`src/hdl/sndc_pkg.sv`:
```
// Shared constants, codes and controller/datapath interface types for the strided copy core.
package sndc_pkg;

   localparam int MAX_DIMS_DEF  = 7;
   localparam int ADDR_BITS_DEF = 48;

   localparam int OUT_ADDR_W = 48;
   localparam int COUNT_W    = 28;
   localparam int LEN_W      = 16;
   localparam int STR_W      = 16;
   localparam int DIST_W     = 24;
   localparam int BSTR_W     = 40;
   localparam int EB_W       = 13;
   localparam int PROD_W     = EB_W + LEN_W;
   localparam int CSR_DATA_W = 64;
   localparam int CSR_ADDR_W = 6;

   localparam logic [COUNT_W-1:0] COUNT_MAX = '1;

   // operation codes
   localparam logic [1:0] OP_LOAD    = 2'd0;
   localparam logic [1:0] OP_RESTART = 2'd1;
   localparam logic [1:0] OP_STEP    = 2'd2;
   localparam logic [1:0] OP_UNUSED  = 2'd3;

   // copy_mode codes
   localparam logic [1:0] MODE_PACK      = 2'd0;
   localparam logic [1:0] MODE_UNPACK    = 2'd1;
   localparam logic [1:0] MODE_SCALAR    = 2'd2;
   localparam logic [1:0] MODE_UNDEFINED = 2'd3;

   // copy_mode bits
   localparam int MODE_UNPACK_BIT = 0;
   localparam int MODE_SCALAR_BIT = 1;

   // register indexes (paddr[5:3])
   localparam logic [2:0] CSR_COPY_MODE     = 3'd0;
   localparam logic [2:0] CSR_ELEMENT_BYTES = 3'd1;
   localparam logic [2:0] CSR_DIM_COUNT     = 3'd2;
   localparam logic [2:0] CSR_DEST_BASE     = 3'd3;
   localparam logic [2:0] CSR_SRC_BASE      = 3'd4;

   typedef enum logic [5:0] {
      ST_IDLE  = 6'b000001,
      ST_LOAD  = 6'b000010,
      ST_CLEAR = 6'b000100,
      ST_SCAN  = 6'b001000,
      ST_ADV   = 6'b010000,
      ST_EMIT  = 6'b100000
   } state_type;

   typedef struct packed {
      logic capture;
      logic load_wr;
      logic clear;
      logic scan_step;
      logic adv_step;
      logic emit;
   } cmd_type;

   typedef struct packed {
      logic scan_end;
      logic adv_end;
      logic out_free;
   } status_type;

endpackage

```
`src/hdl/sndc_ctrl.sv`:
```
// Sequencing state machine for the strided copy core.
module sndc_ctrl (
   input  logic                  clock,
   input  logic                  reset,
   input  logic                  req_valid,
   input  logic [1:0]            req_operation,
   output logic                  req_stall,
   input  sndc_pkg::status_type  status,
   output sndc_pkg::cmd_type     cmd
);
   import sndc_pkg::*;

   state_type state_ff, state_in;

   always_comb begin
      state_in  = state_ff;
      cmd       = '0;
      req_stall = (state_ff != ST_IDLE);
      case (state_ff)
         ST_IDLE: begin
            if (req_valid) begin
               cmd.capture = 1'b1;
               case (req_operation)
                  OP_LOAD:    state_in = ST_LOAD;
                  OP_RESTART: state_in = ST_CLEAR;
                  OP_STEP:    state_in = ST_SCAN;
                  default:    state_in = ST_IDLE;
               endcase
            end
         end
         ST_LOAD: begin
            cmd.load_wr = 1'b1;
            state_in    = ST_IDLE;
         end
         ST_CLEAR: begin
            cmd.clear = 1'b1;
            state_in  = ST_IDLE;
         end
         ST_SCAN: begin
            cmd.scan_step = 1'b1;
            if (status.scan_end) begin
               state_in = ST_ADV;
            end
         end
         ST_ADV: begin
            cmd.adv_step = 1'b1;
            if (status.adv_end) begin
               state_in = ST_EMIT;
            end
         end
         ST_EMIT: begin
            if (status.out_free) begin
               cmd.emit = 1'b1;
               state_in = ST_IDLE;
            end
         end
         default: state_in = ST_IDLE;
      endcase
   end

   always_ff @(posedge clock) begin
      if (reset) begin
         state_ff <= ST_IDLE;
      end else begin
         state_ff <= state_in;
      end
   end

endmodule

```
`config.mk`:
```
export PLATFORM = sky130hd
export DESIGN_NAME = sndc_ctrl
export DESIGN_NICKNAME = d
export VERILOG_FILES = /design/src/hdl/sndc_pkg.sv /design/src/hdl/sndc_ctrl.sv
export SDC_FILE = /design/constraint.sdc
export NUM_CORES = 1
export LEC_CHECK = 0
export BUFFER_PORTS_ARGS = -buffer_cell sky130_fd_sc_hd__buf_4
export CORE_AREA = 2 2 39 41
export DETAILED_ROUTE_END_ITERATION = 7
export DIE_AREA = 0 0 41 43
export GPL_ROUTABILITY_DRIVEN = 0
export SYNTH_ARGS = -nofsm -noshare
export SYNTH_HDL_FRONTEND = slang
export SYNTH_SLANG_ARGS = --single-unit
```
`constraint.sdc`:
```
create_clock -name clock -period 1.9 [get_ports clock]
set_input_delay 0.19 -clock clock [delete_from_list [all_inputs] [get_ports clock]]
set_output_delay 0.19 -clock clock [all_outputs]
set_load 0.1 [all_outputs]
```
After elaboration in Yosys (flattened, before gate mapping)
Cells that the tools add are included.
W data, S select, Z words.
{"block": "op_classes", "n_lt_le_gt_ge": 0, "n_mul": 0, "n_div": 0, "n_eq_ne": 13, "n_reduce_logical": 2, "shift": 0, "n_mux": 14, "add_sub_neg": 0, "bitwise": 0}
{"op": "$mux W6", "count": 4}
{"op": "$pmux W6 S4", "count": 1}
{"op": "$pmux W4 S3", "count": 1}
{"op": "$mux W1", "count": 8}
{"op": "$ne A2 B2 Y1 const B", "count": 4}
{"op": "$eq A6 B1 Y1 const B", "count": 1}
{"op": "$eq A6 B2 Y1 const B", "count": 1}
{"op": "$eq A6 B3 Y1 const B", "count": 1}
{"op": "$eq A6 B4 Y1 const B", "count": 1}
{"op": "$eq A6 B5 Y1 const B", "count": 1}
{"op": "$eq A6 B6 Y1 const B", "count": 1}
{"op": "$ne A6 B1 Y1 const B", "count": 1}
{"op": "$reduce_and A4 Y1", "count": 1}
{"op": "$eq A2 B1 Y1 const B", "count": 1}
{"op": "$eq A2 B2 Y1 const B", "count": 1}
{"op": "$logic_not A2 Y1", "count": 1}
{"block": "word_totals", "ff_bits": 6, "latchBits": 0, "ram_bits": 0, "out_inout_bits": 7, "wordCells": 30, "input_bits": 8, "memories": 0, "romBits": 0}

Longest topological paths before layout
Gate-level depths: netlist of the first run.
{"block": "logic_depth", "word_depth": 4, "ltp_mapped": 4, "depth_no_buf": 4}

Least setup slack after synthesis of the first run
OpenSTA, ideal clock, no wires.
{"block": "synth_path", "path_type": "reg-to-output", "start": "register state_ff[3]", "end": "output cmd[3] in the netlist's numbering", "n_path_buf": 0, "path_stages_with_launch": 3, "path_slack_ns": -1.416, "t_arrival_ns": 3.126, "cell_sequence": "dfxtp_1 -> or4_1 -> nor3b_1"}
{"element": "start: declaration", "line_no": "sndc_ctrl.sv:13", "source": "state_type state_ff, state_in;"}
{"element": "start signal: assignment", "line_no": "sndc_ctrl.sv:65", "source": "state_ff <= state_in;"}
{"element": "end: declaration", "line_no": "sndc_ctrl.sv:9", "source": "output sndc_pkg::cmd_type cmd"}

==> flow_summary.ini, run 1 <==
[power_and_ir_drop]
power.density_nw_per_um2 = 802
ir_drop_mv = 0.361
leakagePower_nw = 0.264
total_power_w = 0.000495

[critical_path]
critPathMaxStageDelay_ps = 560
critPathLaunchType = flip-flop
crit_path_end_kind = output port
path_max_fanout = 5
r2r-start = state_ff[1]$_SDFFE_PP0P_
cp.arrival_ps = 1720
critPathBufInv = 2
path_cells = or4_4 > nor3b_2 > inv_1 > nor2_4 > buf_12
crit_family = simple AND/OR/NAND/NOR gates
r2r_cells = 4
r2r-end = state_ff[0]$_SDFFE_PP1P_
crit_type = reg2out
worstSetupStartpoint = state_ff[1]$_SDFFE_PP0P_
r2r_slack_ps = 250
slowest_stage = or4_4
worstPathRequired_ps = 1710

[synthesis]
synth-compound-area-share_pct = 17.5
synthTopCellsByArea = dfxtp_1, nor3b_1, nor3_1
ys_seq_elements = 6
synth_top_area_share_pct = 30.5
syn-num-nets = 56
yosysSeqAreaShare_pct = 30.5
syn_inst = 48
yosys.area.top_type = dfxtp_1
synth_adder_area_share_pct = 0
synth-warning-count = 0
yosysUniqueCellTypes = 24
yosys.area_share.simple_pct = 47.0
synth_xor_area_share_pct = 2.22
syn_area_sq_um = 394
synth_area_per_cell_sq_um = 8.21
muxShareOfSynthArea_pct = 0
synth_top_family_by_area = simple AND/OR/NAND/NOR gates

[clock_network]
cts_tree = done
clockRootBuffer = clkbuf_4
hold_buffers = 0
clk_pin_slew_worst_paths_ps = 40
cts.sinks = 6
htreeDepth = 1
clock_latency_ps = 240
post-cts-setup-buffers = 0
numCtsBuffers = 3
clock_path_buffers = 2

[drt]
dr.pass1.iters = 4
drt_iter0_drc = 17
routed_via_density = 5.20
wire_per_inst_microns = 12.1
routed_wl_mm = 1.03
via_count = 442
drc = 0
ant_nets = 0

[global_route]
antenna_found_initial = 0
grt_pass1_vias = 387
grt_overflow = 0
grt_first_pass_wirelength_mm = 1.62
grt_util_all_layers_pct = 14.3
grt_max_degree = 9

[timing]
skew_ps = 1.65
worstMarginPinSlew_ps = 345
fin_crit_sh_pct = 101
slew_violations = 0
finalSetupViolCount = 1
finalHoldViolCount = 0
timing.fmax_mhz = 523
maxSlewHeadroom_pct = 76.9
rsz0062_at_grt = yes
setup_slack_ps = -10.3
period_minus_slack_ps = 1910

[final_layout]
n_antenna_cell = 0
largest-register = state_ff
num-nets-final = 79
largest_reg_flops = 6
syn_to_final_growth_pct = 56.8
final_common_cell = buf_4
drive_gt1_share_pct = 47.8
mostFrequentLayoutCells = buf_4, nand2_1, nor3b_1, o21ai_0
largestRegisters = state_ff: 6 flops

[die]
start_util_pct = 28.5
core-area_sq_um = 1380
die_h_microns = 43
die_w_microns = 41
rows = 14
io_pins = 15
die-area_sq_um = 1760

[job]
cap_violations = 0

[hold_path]
hold_class = in2reg
hold_depth = 2
min_from = req_operation[0]
min_to = state_ff[1]$_SDFFE_PP0P_

[placement]
place_ws_ps = 146
port_buffers = 14
dp_hpwl_microns = 825

[outcome]
violations = setup timing
status = complete, but fails checks
[per-layer routing]
layer / routed length [microns] / global-route usage (%) / vias to the layer above
li1: - / - / 224
met5: 0 / 0 / -
met3: 74 / 4.71 / 2
met1: 490 / 19.4 / 203
met2: 452 / 19.1 / 13
met4: 11 / 8.00 / 0
[final cells by class]
type                            count  area (sq um)
Fill cell                         145           766
Tap cell                           16          20.0
Inverter                            3          11.3
Clock buffer                        3          22.5
Sequential cell                     6           124
Multi-Input combinational cell     39           285
Timing Repair Buffer               18           155
[per-stage QoR]
step | std cells | hold WS [ps] | setup TNS, ps | cell area [sq um] | util (%)
CTS | 85 | 126 | -21.7 | 613 | 44.3
global placement | 82 | 386 | 0 | 572 | 41.3
global route | 85 | 126 | -147 | 618 | 44.7
finish | 85 | 132 | -10.3 | 618 | 44.7
detailed placement | 82 | 388 | 0 | 572 | 41.3
floorplan | 48 | 259 | -1790 | 417 | -
[how the worst max path moves through the flow]
stage | end | cells after the start
after CTS | cmd[5] | 5
after global routing | cmd[5] | 5
after global placement | cmd[5] | 5
after detailed placement | cmd[5] | 5
final | cmd[5] | 5
after floorplan | cmd[5] | 4
[Yosys cell counts]
cell type  n
nor2_1     3
nor4_1     1
and2_4     1
nor3b_1    6
nand4b_1   1
a21oi_1    1
or4_4      1
a221o_1    1
nand3b_1   1
o21ai_0    4
nand2_1    5
o211ai_1   1
and3b_1    1
o31ai_1    1
nor3b_2    1
nand2b_1   1
nor3_1     4
nand4_1    1
dfxtp_1    6
or4_1      1
or2_2      1
o21bai_4   1
inv_1      3
xor2_1     1
[what timing repair did]
item | 4_1_cts | 5_1_grt
endpoints found under the setup margin | 2 | 4
resized for setup | 6 | 2
pin swaps | 0 | 0
[logic make-up (layout without fill, tap and decap cells)]
logic type / Yosys count / after routing
AOI/OAI and AO/OA: 9 / 9
xor gates and xnor gates: 1 / 1
buffers and inverters: 3 / 24
DFF: 6 / 6
and+or+nand+nor: 29 / 29
[report_power, final]
group          switching [W]  internal [W]  total [W]
clock network      0.0000450     0.0000714   0.000116
registers          0.0000122      0.000134   0.000146
logic               0.000143     0.0000901   0.000233
total               0.000200      0.000295   0.000495
Note: power is estimated with default switching activity, not from simulation.
==> inputs of run 2 (changes only) <==
MAX_ROUTING_LAYER = met4   (was unset)
==> run 2 against run 1 <==
- the flow still finishes with violations (setup timing)
- register-to-register slack barely moved
- critical path depth did not move
- clock power barely moved
- wire length fell by 0.19%
- core utilization did not move
- final cell count did not move
- count of clock-buffer cells in the layout did not move
- critical path type unchanged
- critical endpoint unchanged
- largest power group unchanged
==> flow_summary.ini, run 2 (synthesis results as in run 1) <==
[clock_network]
numCtsBuffers = 3
clock_path_buffers = 2
clock_latency_ps = 240
cts_tree = done
hold_buffers = 0
htreeDepth = 1
clk_pin_slew_worst_paths_ps = 40
ctsResizeCount = 6
cts.sinks = 6
post-cts-setup-buffers = 0
clockRootBuffer = clkbuf_4

[timing]
timing.fmax_mhz = 523
setup_slack_ps = -11.1
fin_crit_sh_pct = 101
skew_ps = 1.65
maxSlewHeadroom_pct = 76.9
finalHoldViolCount = 0
worstMarginPinSlew_ps = 345
period_minus_slack_ps = 1910
slew_violations = 0
finalSetupViolCount = 1
rsz0062_at_grt = yes

[drt]
ant_nets = 0
drc = 0
dr.pass1.iters = 4
routed_wl_mm = 1.03
drt_iter0_drc = 17
routed_via_density = 5.19
wire_per_inst_microns = 12.1
via_count = 441

[placement]
place_area_sq_um = 572
port_buffers = 14
dp_hpwl_microns = 825

[die]
core-area_sq_um = 1380
rows = 14
die_w_microns = 41
io_pins = 15
start_util_pct = 28.5
die_h_microns = 43
die-area_sq_um = 1760

[critical_path]
worstPathRequired_ps = 1710
slowest_stage = or4_4
r2r_cells = 4
cp.arrival_ps = 1720
path_max_fanout = 5
critPathBufInv = 2
critPathLaunchType = flip-flop
r2r-end = state_ff[0]$_SDFFE_PP1P_
crit_path_end_kind = output port
crit_type = reg2out
critPathMaxStageDelay_ps = 560
crit_family = simple AND/OR/NAND/NOR gates
r2r_slack_ps = 250
r2r-start = state_ff[1]$_SDFFE_PP0P_
path_cells = or4_4 > nor3b_2 > inv_1 > nor2_4 > buf_12

[final_layout]
mostFrequentLayoutCells = buf_4, nand2_1, nor3b_1, o21ai_0
fill_cells = 145
multi_input_area_sq_um = 285
n_antenna_cell = 0
largest_reg_flops = 6
final_cell_area_sq_um = 618
final_util_pct = 44.7
largest-register = state_ff
syn_to_final_growth_pct = 56.8
final_common_cell = buf_4
num-nets-final = 79
largestRegisters = state_ff: 6 flops
drive_gt1_share_pct = 47.8
seq_area_sq_um = 124

[global_route]
grt_first_pass_wirelength_mm = 1.61
grt_overflow = 0
grt_pass1_vias = 390
grt_util_all_layers_pct = 14.5
antenna_found_initial = 0
grt_max_degree = 9

[hold_path]
hold_depth = 2
min_from = req_operation[0]
min_to = state_ff[1]$_SDFFE_PP0P_
hold_class = in2reg

[power_and_ir_drop]
ir_drop_mv = 0.361
leakagePower_nw = 0.264
power.density_nw_per_um2 = 801

[outcome]
violations = setup timing
status = complete, but fails checks

[job]
cap_violations = 0
[run 2: cell counts in the layout (fill, tap and decap cells not counted)]
Identical to the previous run, type by type.
[run 2: worst max-delay path by stage]
stage	end	cells past startpoint	start	slack [ps]
2_1_floorplan	cmd[5]	4	state_ff[1]$_SDFFE_PP0P_	-500
3_3_place_gp	cmd[5]	5	state_ff[1]$_SDFFE_PP0P_	150
3_5_place_dp	cmd[5]	5	state_ff[1]$_SDFFE_PP0P_	150
4_1_cts	cmd[5]	5	state_ff[1]$_SDFFE_PP0P_	-20
5_1_grt	cmd[5]	5	state_ff[1]$_SDFFE_PP0P_	-90
6_report	cmd[5]	5	state_ff[1]$_SDFFE_PP0P_	-10
[run 2: per-layer routing]
metal | track usage, % | share of wire [%] | vias up
met5 | - | 0 | -
li1 | - | - | 223
met4 | 8.00 | 1.1 | 0
met3 | 4.71 | 7.2 | 2
met1 | 19.0 | 47 | 203
met2 | 19.1 | 44 | 13
[run 2: area by class of cell]
cell class	count	area share, %
timing repair buffer	18	25.1
multi-input combinational	39	46.2
tap	16	3.24
sequential	6	20.0
clock buffer	3	3.64
inverter	3	1.82
[run 2: power by group]
part | leakage (nW) | internal (W) | switching (W)
clock network | 0.0138 | 0.0000714 | 0.0000450
logic | 0.200 | 0.0000901 | 0.000143
registers | 0.0502 | 0.000134 | 0.0000122
total | 0.264 | 0.000295 | 0.000200
[run 2: metrics by stage]
stage          power, W  hold slack (ps)  setup TNS, ps  instances  setup WS [ps]
2_1_floorplan  0.000300              259          -1790         48           -502
3_3_place_gp   0.000362              386              0         82            151
3_5_place_dp   0.000363              388              0         82            146
4_1_cts        0.000498              126          -21.7         85          -21.7
5_1_grt        0.000521              126           -147         85          -85.6
6_report       0.000495              132          -11.1         85          -11.1
==> inputs of run 3 (changes only) <==
PLACE_DENSITY = 0.61   (was unset)
==> run 3 against run 2 <==
- the run still ends with setup timing left
- first-iteration DRC count decreased by 71%
- via count decreased by 2.7%
- core utilization increased by 0.54 points
- wire length increased by 0.78%
- power increased by 4.6%
- critical path depth unchanged
- sequential cell count unchanged
- clock skew increased by 3.2 ps
- critical path type unchanged
- largest cell class unchanged
==> flow_summary.ini, run 3 (synthesis results as in run 1) <==
[timing]
period_minus_slack_ps = 1940
fin_crit_sh_pct = 102
rsz0062_at_grt = yes
setup_slack_ps = -42.0
slew_violations = 0
timing.fmax_mhz = 515
worstMarginPinSlew_ps = 342
maxSlewHeadroom_pct = 77.1
skew_ps = 4.89
finalHoldViolCount = 0
finalSetupViolCount = 1

[clock_network]
numCtsBuffers = 3
clock_path_buffers = 2
cts_tree = done
clk_pin_slew_worst_paths_ps = 60
clock_latency_ps = 250
hold_buffers = 0
htreeDepth = 1
clockRootBuffer = clkbuf_4
cts.sinks = 6

[hold_path]
hold_depth = 2
min_to = state_ff[1]$_SDFFE_PP0P_
hold_class = in2reg
min_from = req_operation[0]

[critical_path]
crit_path_end_kind = output port
cp.arrival_ps = 1750
r2r-start = state_ff[1]$_SDFFE_PP0P_
worstSetupStartpoint = state_ff[1]$_SDFFE_PP0P_
slowest_stage = or4_4
r2r-end = state_ff[0]$_SDFFE_PP1P_
r2r_slack_ps = 240
critPathLaunchType = flip-flop
path_max_fanout = 5
critPathMaxStageDelay_ps = 570
path_cells = or4_4 > nor3b_2 > inv_2 > nor2_4 > buf_12
crit_type = reg2out
worstPathRequired_ps = 1710
r2r_cells = 4

[final_layout]
mostFrequentLayoutCells = buf_4, nand2_1, nor3b_1, o21ai_0
final_common_cell = buf_4
syn_to_final_growth_pct = 58.7
stdcell_count = 85
drive_gt1_share_pct = 49.3
largestRegisters = state_ff: 6 flops
largest-register = state_ff
final_util_pct = 45.2
n_antenna_cell = 0
fill_cells = 145
largest_reg_flops = 6
num-nets-final = 79

[drt]
drc = 0
routed_via_density = 5.05
routed_wl_mm = 1.04
ant_nets = 0
wire_per_inst_microns = 12.2
dr.pass1.iters = 2
via_count = 429
drt_iter0_drc = 5

[placement]
dp_cells = 82
port_buffers = 14
dp_hpwl_microns = 813

[power_and_ir_drop]
leakagePower_nw = 0.265
power.density_nw_per_um2 = 828
ir_drop_mv = 0.311

[die]
rows = 14
die_h_microns = 43
die-area_sq_um = 1760
core-area_sq_um = 1380
io_pins = 15
start_util_pct = 28.5
die_w_microns = 41

[global_route]
grt_pass1_vias = 402
grt_first_pass_wirelength_mm = 1.68
grt_overflow = 0
grt_max_degree = 9
grt_util_all_layers_pct = 14.6
antenna_found_initial = 0

[outcome]
status = complete, but fails checks
violations = setup timing

[job]
cap_violations = 0
run 3: metal layers:
layer  part of all wire [%]  track usage [%]
met5                      0                -
met1                     46             17.4
met2                     48             21.9
met3                    5.7             4.71
met4                    1.2             6.00
run 3: per-stage QoR:
| step | hold WS (ps) | total power, W | cell area (sq um) | TNS, ps | setup slack, ps |
|---|---|---|---|---|---|
| floorplan | 259 | 0.000300 | 417 | -1790 | -502 |
| global placement | 379 | 0.000361 | 572 | 0 | 152 |
| detailed placement | 378 | 0.000363 | 572 | 0 | 136 |
| CTS | 110 | 0.000506 | 617 | -35.9 | -35.9 |
| global route | 121 | 0.000544 | 626 | -170 | -100 |
| finish | 105 | 0.000518 | 626 | -42.0 | -42.0 |
run 3: final cells by class:
type	instances	area (sq um)	area share [%]
clock buffer	3	22.5	3.60
multi-input combinational	39	285	45.6
sequential	6	124	19.8
timing repair buffer	18	163	26.0
tap	16	20.0	3.20
inverter	3	11.3	1.80
run 3: worst max-delay path: cells and delay by family, from the launching register on:
kind | cells | cell delay (ps)
DFF | 1 | 340
and+or+nand+nor | 3 | 890
buffers and inverters | 2 | 270
run 3: worst max path at each step:
stage | to | slack (ps)
after detailed placement | cmd[5] | 140
after floorplan | cmd[5] | -500
after global placement | cmd[5] | 150
after global routing | cmd[5] | -100
after CTS | cmd[5] | -40
final | cmd[5] | -40
run 3: power by group:
part	internal [W]	leakage, nW	switching [W]
combinational	0.0000973	0.201	0.000146
sequential	0.000133	0.0502	0.0000117
clock	0.0000723	0.0138	0.0000580
total	0.000303	0.265	0.000215
run 3: timing repair:
action,CTS,global route
resized for setup,7,4
buffers inserted,0,0
gates cloned,0,0
setup endpoints to repair,4,4
