[src/hdl/sndc_pkg.sv]
// Shared constants, codes and controller/datapath interface types for the strided copy core.
package sndc_pkg;

   localparam int MAX_DIMS_DEF  = 7;
   localparam int ADDR_BITS_DEF = 48;

   localparam int OUT_ADDR_W = 48;
   localparam int COUNT_W    = 28;
   localparam int LEN_W      = 16;
   localparam int STR_W      = 16;
   localparam int DIST_W     = 24;
   localparam int BSTR_W     = 40;
   localparam int EB_W       = 13;
   localparam int PROD_W     = EB_W + LEN_W;
   localparam int CSR_DATA_W = 64;
   localparam int CSR_ADDR_W = 6;

   localparam logic [COUNT_W-1:0] COUNT_MAX = '1;

   // operation codes
   localparam logic [1:0] OP_LOAD    = 2'd0;
   localparam logic [1:0] OP_RESTART = 2'd1;
   localparam logic [1:0] OP_STEP    = 2'd2;
   localparam logic [1:0] OP_UNUSED  = 2'd3;

   // copy_mode codes
   localparam logic [1:0] MODE_PACK      = 2'd0;
   localparam logic [1:0] MODE_UNPACK    = 2'd1;
   localparam logic [1:0] MODE_SCALAR    = 2'd2;
   localparam logic [1:0] MODE_UNDEFINED = 2'd3;

   // copy_mode bits
   localparam int MODE_UNPACK_BIT = 0;
   localparam int MODE_SCALAR_BIT = 1;

   // register indexes (paddr[5:3])
   localparam logic [2:0] CSR_COPY_MODE     = 3'd0;
   localparam logic [2:0] CSR_ELEMENT_BYTES = 3'd1;
   localparam logic [2:0] CSR_DIM_COUNT     = 3'd2;
   localparam logic [2:0] CSR_DEST_BASE     = 3'd3;
   localparam logic [2:0] CSR_SRC_BASE      = 3'd4;

   typedef enum logic [5:0] {
      ST_IDLE  = 6'b000001,
      ST_LOAD  = 6'b000010,
      ST_CLEAR = 6'b000100,
      ST_SCAN  = 6'b001000,
      ST_ADV   = 6'b010000,
      ST_EMIT  = 6'b100000
   } state_type;

   typedef struct packed {
      logic capture;
      logic load_wr;
      logic clear;
      logic scan_step;
      logic adv_step;
      logic emit;
   } cmd_type;

   typedef struct packed {
      logic scan_end;
      logic adv_end;
      logic out_free;
   } status_type;

endpackage

[src/hdl/sndc_dp.sv]
// Descriptor tables, index counters, offset scan and result register.
module sndc_dp #(
   parameter int MAX_DIMS  = sndc_pkg::MAX_DIMS_DEF,
   parameter int ADDR_BITS = sndc_pkg::ADDR_BITS_DEF
) (
   input  logic                              clock,
   input  logic                              reset,
   input  sndc_pkg::cmd_type                 cmd,
   output sndc_pkg::status_type              status,
   input  logic [2:0]                        req_dim_index,
   input  logic [sndc_pkg::LEN_W-1:0]        req_dim_length,
   input  logic [sndc_pkg::STR_W-1:0]        req_dim_stride,
   input  logic [sndc_pkg::DIST_W-1:0]       req_dim_distance,
   input  logic [1:0]                        copy_mode,
   input  logic [sndc_pkg::EB_W-1:0]         element_bytes,
   input  logic [2:0]                        dim_count,
   input  logic [sndc_pkg::OUT_ADDR_W-1:0]   dest_base,
   input  logic [sndc_pkg::OUT_ADDR_W-1:0]   src_base,
   input  logic                              rsp_stall,
   output logic                              rsp_valid,
   output logic [sndc_pkg::OUT_ADDR_W-1:0]   rsp_dest_address,
   output logic [sndc_pkg::OUT_ADDR_W-1:0]   rsp_source_address,
   output logic [sndc_pkg::COUNT_W-1:0]      rsp_byte_count,
   output logic                              rsp_skip,
   output logic                              rsp_last,
   output logic                              rsp_done_res
);
   import sndc_pkg::*;

   localparam int DW = (MAX_DIMS > 1) ? $clog2(MAX_DIMS) : 1;
   localparam int AW = ADDR_BITS;
   localparam logic [3:0]    MaxDimsW = 4'(MAX_DIMS);
   localparam logic [DW-1:0] LastDimMax = DW'(MAX_DIMS - 1);

   // captured load fields
   logic [2:0]        didx_ff, didx_in;
   logic [LEN_W-1:0]  dlen_ff, dlen_in;
   logic [STR_W-1:0]  dstr_ff, dstr_in;
   logic [DIST_W-1:0] ddist_ff, ddist_in;

   // descriptor tables and progress
   logic [LEN_W-1:0]  len_tab_ff  [MAX_DIMS];
   logic [LEN_W-1:0]  len_tab_in  [MAX_DIMS];
   logic [BSTR_W-1:0] bstr_tab_ff [MAX_DIMS];
   logic [BSTR_W-1:0] bstr_tab_in [MAX_DIMS];
   logic              unit_tab_ff [MAX_DIMS];
   logic              unit_tab_in [MAX_DIMS];
   logic [LEN_W-1:0]  idx_ff      [MAX_DIMS];
   logic [LEN_W-1:0]  idx_in      [MAX_DIMS];
   logic [AW-1:0]     doff_ff     [MAX_DIMS];
   logic [AW-1:0]     doff_in     [MAX_DIMS];
   logic [AW-1:0]     packed_ff, packed_in;
   logic              finished_ff, finished_in;

   // per-step working registers
   logic [DW-1:0]     dim_ff, dim_in;
   logic [AW-1:0]     offset_ff, offset_in;
   logic              empty_ff, empty_in;
   logic              merged_ff, merged_in;
   logic              noloops_ff, noloops_in;
   logic              done_ff, done_in;
   logic              last_ff, last_in;
   logic [PROD_W-1:0] prod_ff, prod_in;

   // result register
   logic                  rvalid_ff, rvalid_in;
   logic [OUT_ADDR_W-1:0] rdest_ff, rdest_in;
   logic [OUT_ADDR_W-1:0] rsrc_ff, rsrc_in;
   logic [COUNT_W-1:0]    rcount_ff, rcount_in;
   logic                  rskip_ff, rskip_in;
   logic                  rlast_ff, rlast_in;
   logic                  rdone_ff, rdone_in;

   logic [DW-1:0]     n_m1;
   logic              scalar;
   logic              merged_now;
   logic              at_end;
   logic              wrap;
   logic              adv_active;
   logic [BSTR_W-1:0] load_prod;
   logic [AW-1:0]     dest_aw, src_aw, stride_aw, chunk_aw;
   logic [AW-1:0]     dst_aw, srcsel_aw;
   logic [COUNT_W-1:0] chunk;

   assign scalar     = copy_mode[MODE_SCALAR_BIT];
   assign merged_now = !scalar && unit_tab_ff[dim_ff];
   assign at_end     = (dim_ff == n_m1);
   assign load_prod  = BSTR_W'(dstr_ff) * BSTR_W'(ddist_ff);
   assign dest_aw    = AW'(64'(dest_base));
   assign src_aw     = AW'(64'(src_base));
   assign stride_aw  = AW'(64'(bstr_tab_ff[dim_ff]));
   assign wrap = ({1'b0, idx_ff[dim_ff]} + 17'd1) >= {1'b0, len_tab_ff[dim_ff]};
   assign adv_active = cmd.adv_step && !done_ff && !noloops_ff;
   assign chunk = merged_ff ? (prod_ff[PROD_W-1] ? COUNT_MAX : prod_ff[COUNT_W-1:0])
                            : COUNT_W'(element_bytes);
   assign chunk_aw = AW'(chunk);

   always_comb begin
      if (dim_count == 3'd0) begin
         n_m1 = '0;
      end else if ({1'b0, dim_count} > MaxDimsW) begin
         n_m1 = LastDimMax;
      end else begin
         n_m1 = DW'(dim_count - 3'd1);
      end
   end

   always_comb begin
      if (scalar) begin
         dst_aw    = dest_aw + offset_ff;
         srcsel_aw = src_aw;
      end else if (!copy_mode[MODE_UNPACK_BIT]) begin
         dst_aw    = dest_aw + packed_ff;
         srcsel_aw = src_aw + offset_ff;
      end else begin
         dst_aw    = dest_aw + offset_ff;
         srcsel_aw = src_aw + packed_ff;
      end
   end

   always_comb begin
      didx_in     = didx_ff;
      dlen_in     = dlen_ff;
      dstr_in     = dstr_ff;
      ddist_in    = ddist_ff;
      len_tab_in  = len_tab_ff;
      bstr_tab_in = bstr_tab_ff;
      unit_tab_in = unit_tab_ff;
      idx_in      = idx_ff;
      doff_in     = doff_ff;
      packed_in   = packed_ff;
      finished_in = finished_ff;
      dim_in      = dim_ff;
      offset_in   = offset_ff;
      empty_in    = empty_ff;
      merged_in   = merged_ff;
      noloops_in  = noloops_ff;
      done_in     = done_ff;
      last_in     = last_ff;
      prod_in     = prod_ff;
      rvalid_in   = rvalid_ff && rsp_stall;
      rdest_in    = rdest_ff;
      rsrc_in     = rsrc_ff;
      rcount_in   = rcount_ff;
      rskip_in    = rskip_ff;
      rlast_in    = rlast_ff;
      rdone_in    = rdone_ff;

      if (cmd.capture) begin
         didx_in   = req_dim_index;
         dlen_in   = req_dim_length;
         dstr_in   = req_dim_stride;
         ddist_in  = req_dim_distance;
         dim_in    = '0;
         offset_in = '0;
         empty_in  = 1'b0;
         last_in   = 1'b1;
      end

      if (cmd.load_wr && ({1'b0, didx_ff} < MaxDimsW)) begin
         len_tab_in[DW'(didx_ff)]  = dlen_ff;
         bstr_tab_in[DW'(didx_ff)] = load_prod;
         unit_tab_in[DW'(didx_ff)] = (dstr_ff == 16'd1);
      end

      if (cmd.clear) begin
         for (int i = 0; i < MAX_DIMS; i++) begin
            idx_in[i]  = '0;
            doff_in[i] = '0;
         end
         packed_in   = '0;
         finished_in = 1'b0;
      end

      if (cmd.scan_step) begin
         empty_in = empty_ff || (len_tab_ff[dim_ff] == '0);
         if (!at_end || !merged_now) begin
            offset_in = offset_ff + doff_ff[dim_ff];
         end
         if (at_end) begin
            merged_in  = merged_now;
            noloops_in = merged_now && (n_m1 == '0);
            dim_in     = merged_now ? DW'(n_m1 - 1'b1) : n_m1;
            prod_in    = PROD_W'(element_bytes) * PROD_W'(len_tab_ff[dim_ff]);
            done_in    = finished_ff || empty_in;
         end else begin
            dim_in = DW'(dim_ff + 1'b1);
         end
      end

      if (adv_active) begin
         if (wrap) begin
            idx_in[dim_ff]  = '0;
            doff_in[dim_ff] = '0;
            if (dim_ff != '0) begin
               dim_in = DW'(dim_ff - 1'b1);
            end
         end else begin
            idx_in[dim_ff]  = idx_ff[dim_ff] + 16'd1;
            doff_in[dim_ff] = doff_ff[dim_ff] + stride_aw;
            last_in         = 1'b0;
         end
      end

      if (cmd.emit) begin
         rvalid_in = 1'b1;
         if (done_ff) begin
            rdest_in  = '0;
            rsrc_in   = '0;
            rcount_in = '0;
            rskip_in  = 1'b0;
            rlast_in  = 1'b0;
            rdone_in  = 1'b1;
         end else begin
            rdest_in  = OUT_ADDR_W'(64'(dst_aw));
            rsrc_in   = OUT_ADDR_W'(64'(srcsel_aw));
            rcount_in = chunk;
            rskip_in  = scalar && (dst_aw == srcsel_aw);
            rlast_in  = last_ff;
            rdone_in  = 1'b0;
            if (!scalar) begin
               packed_in = packed_ff + chunk_aw;
            end
            if (last_ff) begin
               finished_in = 1'b1;
            end
         end
      end
   end

   always_ff @(posedge clock) begin
      if (reset) begin
         for (int i = 0; i < MAX_DIMS; i++) begin
            len_tab_ff[i]  <= '0;
            bstr_tab_ff[i] <= '0;
            unit_tab_ff[i] <= 1'b0;
            idx_ff[i]      <= '0;
            doff_ff[i]     <= '0;
         end
         packed_ff   <= '0;
         finished_ff <= 1'b0;
         rvalid_ff   <= 1'b0;
      end else begin
         len_tab_ff  <= len_tab_in;
         bstr_tab_ff <= bstr_tab_in;
         unit_tab_ff <= unit_tab_in;
         idx_ff      <= idx_in;
         doff_ff     <= doff_in;
         packed_ff   <= packed_in;
         finished_ff <= finished_in;
         rvalid_ff   <= rvalid_in;
      end
   end

   always_ff @(posedge clock) begin
      didx_ff    <= didx_in;
      dlen_ff    <= dlen_in;
      dstr_ff    <= dstr_in;
      ddist_ff   <= ddist_in;
      dim_ff     <= dim_in;
      offset_ff  <= offset_in;
      empty_ff   <= empty_in;
      merged_ff  <= merged_in;
      noloops_ff <= noloops_in;
      done_ff    <= done_in;
      last_ff    <= last_in;
      prod_ff    <= prod_in;
      rdest_ff   <= rdest_in;
      rsrc_ff    <= rsrc_in;
      rcount_ff  <= rcount_in;
      rskip_ff   <= rskip_in;
      rlast_ff   <= rlast_in;
      rdone_ff   <= rdone_in;
   end

   assign status.scan_end = at_end;
   assign status.adv_end  = done_ff || noloops_ff || !wrap || (dim_ff == '0);
   assign status.out_free = !rvalid_ff || !rsp_stall;

   assign rsp_valid          = rvalid_ff;
   assign rsp_dest_address   = rdest_ff;
   assign rsp_source_address = rsrc_ff;
   assign rsp_byte_count     = rcount_ff;
   assign rsp_skip           = rskip_ff;
   assign rsp_last           = rlast_ff;
   assign rsp_done_res       = rdone_ff;

endmodule

[config.mk]
export PLATFORM = sky130hd
export DESIGN_NAME = sndc_dp
export DESIGN_NICKNAME = d
export VERILOG_FILES = /design/src/hdl/sndc_pkg.sv /design/src/hdl/sndc_dp.sv
export SDC_FILE = /design/constraint.sdc
export NUM_CORES = 2
export LEC_CHECK = 0
export BUFFER_PORTS_ARGS = -buffer_cell sky130_fd_sc_hd__buf_2
export CAP_MARGIN = 15
export CELL_PAD_IN_SITES_DETAIL_PLACEMENT = 0
export CELL_PAD_IN_SITES_GLOBAL_PLACEMENT = 1
export CORE_MARGIN = 4
export CORE_UTILIZATION = 53
export DETAILED_ROUTE_END_ITERATION = 6
export PLACE_DENSITY = 0.95
export REMOVE_ABC_BUFFERS = 1
export SYNTH_ARGS = -nofsm -noshare
export SYNTH_HDL_FRONTEND = slang
export SYNTH_SLANG_ARGS = --single-unit
[constraint.sdc]
create_clock -name clock -period 18.3 [get_ports clock]
set_input_delay 2.745 -clock clock [delete_from_list [all_inputs] [get_ports clock]]
set_output_delay 2.745 -clock clock [all_outputs]
set_load 0.05 [all_outputs]
======== Word-level counts from Yosys, hierarchy flattened ========
Cells that the tools add are included.
storage, ports and cells
  word-level logic and storage cells ...... 185
  bits of input ports ..................... 182
  output and inout port bits .............. 131
  bits in registers ....................... 1168
operators by class
  order comparisons ....................... 6
  equality and inequality tests ........... 3
  multipliers ............................. 2
  $add $sub $neg .......................... 13
  multiplexer cells ....................... 68
  reductions and logical operators ........ 31
  bitwise gates (word level) .............. 6
operators by type and width
  operator                                 count
  2-to-1 mux 336 bit                       3
  2-to-1 mux 48 bit                        14
  AND 336 bit                              1
  bitwise mux 336 bit                      1
  2-to-1 mux 112 bit                       3
  inverter 336 bit                         1
  bitwise mux 280 bit                      1
  adder 48 bit                             5
  bitwise mux 112 bit                      2
  binary-select mux 48 bit (select 3 bit)  1
  demux 48 bit (select 3 bit)              1
  binary-select mux 40 bit (select 3 bit)  1
  demux 40 bit (select 3 bit)              1
  2-to-1 mux 40 bit                        3
  AND 112 bit                              1
  inverter 112 bit                         1
  binary-select mux 16 bit (select 3 bit)  2
  demux 16 bit (select 3 bit)              2
  2-to-1 mux 16 bit                        6
  2-to-1 mux 28 bit                        2
  adder 48 x 28 -> 48 bit                  1
  adder 48 x 40 -> 48 bit                  1
  equality test 48 bit                     1
  multiplier 16 x 24 -> 40 bit             1
  25 further kinds                         73

======== Logic depth before layout (Yosys ltp) ========
  depth in word-level cells ............... 11
  depth in mapped cells ................... 37
  gate-level depth less buffers ........... 31

======== Worst setup path after synthesis ========
Ideal clock, no wire load.
  path type ............................... input to register
  from .................................... input element_bytes[2] (netlist bit)
  to ...................................... register prod_ff[28], data pin
  required time ........................... 18.041 ns
  arrival time ............................ 7.990 ns
  setup time .............................. 0.259 ns
  cell stages on the path ................. 25
  path buffers ............................ 2
  path slack .............................. 10.051 ns
  cells stage by stage .................... buf_1 clkbuf_1 nand2_1 fa_1 inv_1 fa_1 fa_1 inv_1 fa_1 fa_1 inv_1 ha_1 inv_1 o21bai_1 a21oi_1 o21bai_1 a211oi_1 o31ai_1 o211a_1 o21a_1 o21a_1 o21ai_0 nand2b_1 a21oi_1 xnor2_1
between the ends
  longest elaborated chain between the ends .. 1
ends and longest elaborated chain
  item                          RTL line        source
  start, declared               sndc_dp.sv:15   input logic [sndc_pkg::EB_W-1:0] element_bytes,
  multiplier 13 x 16 -> 29 bit  sndc_dp.sv:184  prod_in = PROD_W'(element_bytes) * PROD_W'(len_tab_ff[dim_ff]);
  end signal, assigned          sndc_dp.sv:267  prod_ff <= prod_in;
  end, declared                 sndc_dp.sv:63   logic [PROD_W-1:0] prod_ff, prod_in;
Every way passes these cells.
A chain may end at the register's enable or synchronous reset.

==> qor.csv <==
stage;metric;value;unit
timing;Slew HR;17.9;%
global_routing;vias in the first global route;68452;
drt;DRT antenna net count;0;
logic_synthesis;Synth Instances;9417;
status;status;complete, no violations;
cells_and_area;Final #Nets;10498;
setup_path;CP Data Required Time;15550;ps
pwr;pwr dens;178;nW/um2
logic_synthesis;post-synthesis async set-or-reset flop share;0;%
timing;Final Setup Violations;0;
timing;Fin. Hold Viols;0;
logic_synthesis;syn_area_per_cell;8.56;um2
drt;initial DRC count;6708;
drt;via count;70057;
logic_synthesis;YS warnings;0;
timing;Clock Skew;53.1;ps
timing;maximum clock rate;0.0982;GHz
cells_and_area;layout cells sized above 1;8.87;%
global_routing;first-pass GRT wire length;388000;um
cts;hold_buf cts;0;
pwr;Sw Share;51.2;%
drt;vias per inst;6.09;
timing;Final TNS setup;0;ps
setup_path;startpoint class of the critical path;flop;
global_routing;initial antenna violation count;9;
logic_synthesis;Post-synth top flop;dfxtp_1;
place;DP HPWL;173000;um
timing;fin crit share;55.7;%
global_routing;largest net degree at the start of global routing;249;
global_routing;gr ovfl total;0;
cts;H-tree levels;4;
pwr;sw power;8.03;mW
timing;RSZ-0062 raised after global routing;false;
floorplanning;Die Span Y;398;um
cts;Clock Latency Late Sink;790;ps
floorplanning;Die Wd;398;um
pwr;Pint;7.65;mW
pwr;Clk network pwr share;17.0;%
cells_and_area;most common cell after layout, fill and taps aside;nand2_1;
setup_path;crit path DAT;7440;ps
pwr;sequential share of power;20.0;%
place;IO buf count;312;
timing;hold_ws;452;ps
cts;CTS buffer count;132;
cts;TritonCTS Sinks;1168;
cts;cts repair resizes;0;
setup_path;WS Path Type;flop to output port;
logic_synthesis;Post-synth EDFFs;219;
pwr;total power;15.7;mW
floorplanning;row count;142;
cells_and_area;layout overhead on the synthesized area;9.07;%
setup_path;crit path max fanout;43;
floorplanning;core area;150000;um2
drt;DRC;0;
floorplanning;# IOs;313;
timing;final-report max-slew violation count;0;
drt;final wirelength;251000;um
global_routing;Total Routing Usage GR;30.8;%
floorplanning;Initial Utilization;53.6;%
job;Max-cap violations;0;
timing;min cycle time layout;10190;ps
logic_synthesis;flops & latches, synth;1168;
logic_synthesis;register area share after synthesis;31.7;%
logic_synthesis;Cell Area, Synth;80600;um2
cts;Root Buffer;clkbuf_16;
place;dpl ws;9120;ps
cts;Post-CTS Setup Bufs;0;
cts;Clock Path Buffers;3;
pwr;IR drop worst, VDD;0.000494;V
logic_synthesis;Yosys cell types;103;
timing;setup ws final;8110;ps
cts;CTS tree;built;
drt;Avg WL per Cell;21.8;um
setup_path;CP endpoint kind;output port;
drt;first-pass detailed-route iteration total;7;
cells_and_area;most frequent cells in the layout;nand2_1, dfxtp_1, nor2_1;
floorplanning;die area;158000;um2
cts;clock-pin slew on the worst setup and hold paths;60;ps
timing;Slew @ Worst Pin;1220;ps
pwr;LEAKAGE;36.9;nW
pwr;combinational share of power;63.1;%
place;routability cong.;0.954;
worst_hold_path;HP Class;flop to flop;
==> layout make-up <==
| class | instances | area [um2] |
|---|---|---|
| inverter | 639 | 2400 |
| tap | 2016 | 2520 |
| multi-input combinational | 7031 | 50700 |
| sequential | 1168 | 25600 |
| clock buffer | 191 | 3690 |
| timing repair buffer | 412 | 2390 |
| antenna | 5 | 12.5 |
| clock inverter | 42 | 657 |
| fill | 13234 | 62500 |
==> critical path: stages, from the launching register on <==
cell      delay [ps]
dfxtp_4          800
inv_2            480
nor3_4           270
buf_4            470
buf_4            780
a221oi_1         160
o21ai_0          190
inv_1            140
nor4_2           520
and2_1           250
nand2_1           80
xnor2_1          550
ha_1             230
nand4_1          130
o311ai_0         350
nand3_1          120
o311a_1          230
or4_1            600
buf_2            250
==> metal layers <==
metal  wire length, um  track usage [%]
met1            102000             40.2
met2            115000             50.7
met3             21400             4.90
met4             11900             13.4
met5                41                0
==> flip-flops by register name, indices dropped and copies added, names as in the netlist, 3 cells and up <==
name and cells:
doff_ff 336, bstr_tab_ff 280, idx_ff 112, len_tab_ff 112
offset_ff 48, packed_ff 48, rsp_dest_address 48, rsp_source_address 48
prod_ff 29, rsp_byte_count 28, ddist_ff 24, dlen_ff 16
dstr_ff 16, unit_tab_ff 7, didx_ff 3, dim_ff 3
==> final timing paths <==
check             cells after the start  slack, ps         endpoint            start
hold reg to reg                       2        450  bstr_tab_ff[32]  bstr_tab_ff[32]
setup reg to reg                     29       9000      prod_ff[28]        dim_ff[0]
setup / recovery                     18       8110        status[1]        dim_ff[0]
hold / removal                        2        450  bstr_tab_ff[32]  bstr_tab_ff[32]
==> through the flow <==
step                      instances  cell area [um2]  utilization, %
after floorplan                8838            78400               -
after global placement        11265            83600            55.5
after detailed placement      11265            83600            55.5
after CTS                     11498            87900            58.4
after global routing          11501            88000            58.4
final                         11504            88000            58.5
==> synthesized netlist by cell type (all sizes together), types with 21 or more instances <==
cell type,number,area [um2]
o21a,65,488
nand2,1348,5060
xnor2,215,1910
inv,638,2390
o211ai,32,245
buf,79,369
a221o,24,240
nand4,36,225
a21o,159,1190
nor2b,54,338
and2,306,1910
mux2,108,1220
nor4,21,163
fa,466,9330
mux2i,121,1210
and3,44,280
o21bai,39,293
ha,466,5830
nor3,51,270
a22o,81,709
nand3,173,866
dfxtp,949,19000
nand2b,52,325
a211oi,73,581
o21ai,330,1660
o31ai,22,190
clkbuf,500,1880
nor2,944,3540
a22oi,551,4140
xor2,136,1190
a31oi,59,375
a221oi,33,307
or3,22,138
edfxtp,219,6580
a21oi,753,3770
==> power groups by stage <==
stage	logic, mW	registers (mW)	clock network, mW
2_1_floorplan	6.66	3.33	0
3_3_place_gp	9.47	3.17	0
3_5_place_dp	9.69	3.18	0
4_1_cts	9.75	3.13	2.69
5_1_grt	10.9	3.16	2.80
6_report	9.88	3.13	2.66
==> cell families (layout without fill, tap and decap cells) <==
| family | after synthesis | after routing | synth area share (%) |
|---|---|---|---|
| AND/OR/NAND/NOR | 3111 | 3111 | 16.9 |
| AO/OA/AOI/OAI | 2391 | 2391 | 19.5 |
| buffers and inverters | 1218 | 1284 | 5.76 |
| flip-flops | 1168 | 1168 | 31.7 |
| adder cells (fa/ha/maj) | 932 | 932 | 18.8 |
| XOR/XNOR | 351 | 351 | 3.84 |
| multiplexers | 246 | 246 | 3.48 |
| other | 0 | 5 | 0 |
(Power assumes the default switching activity.)
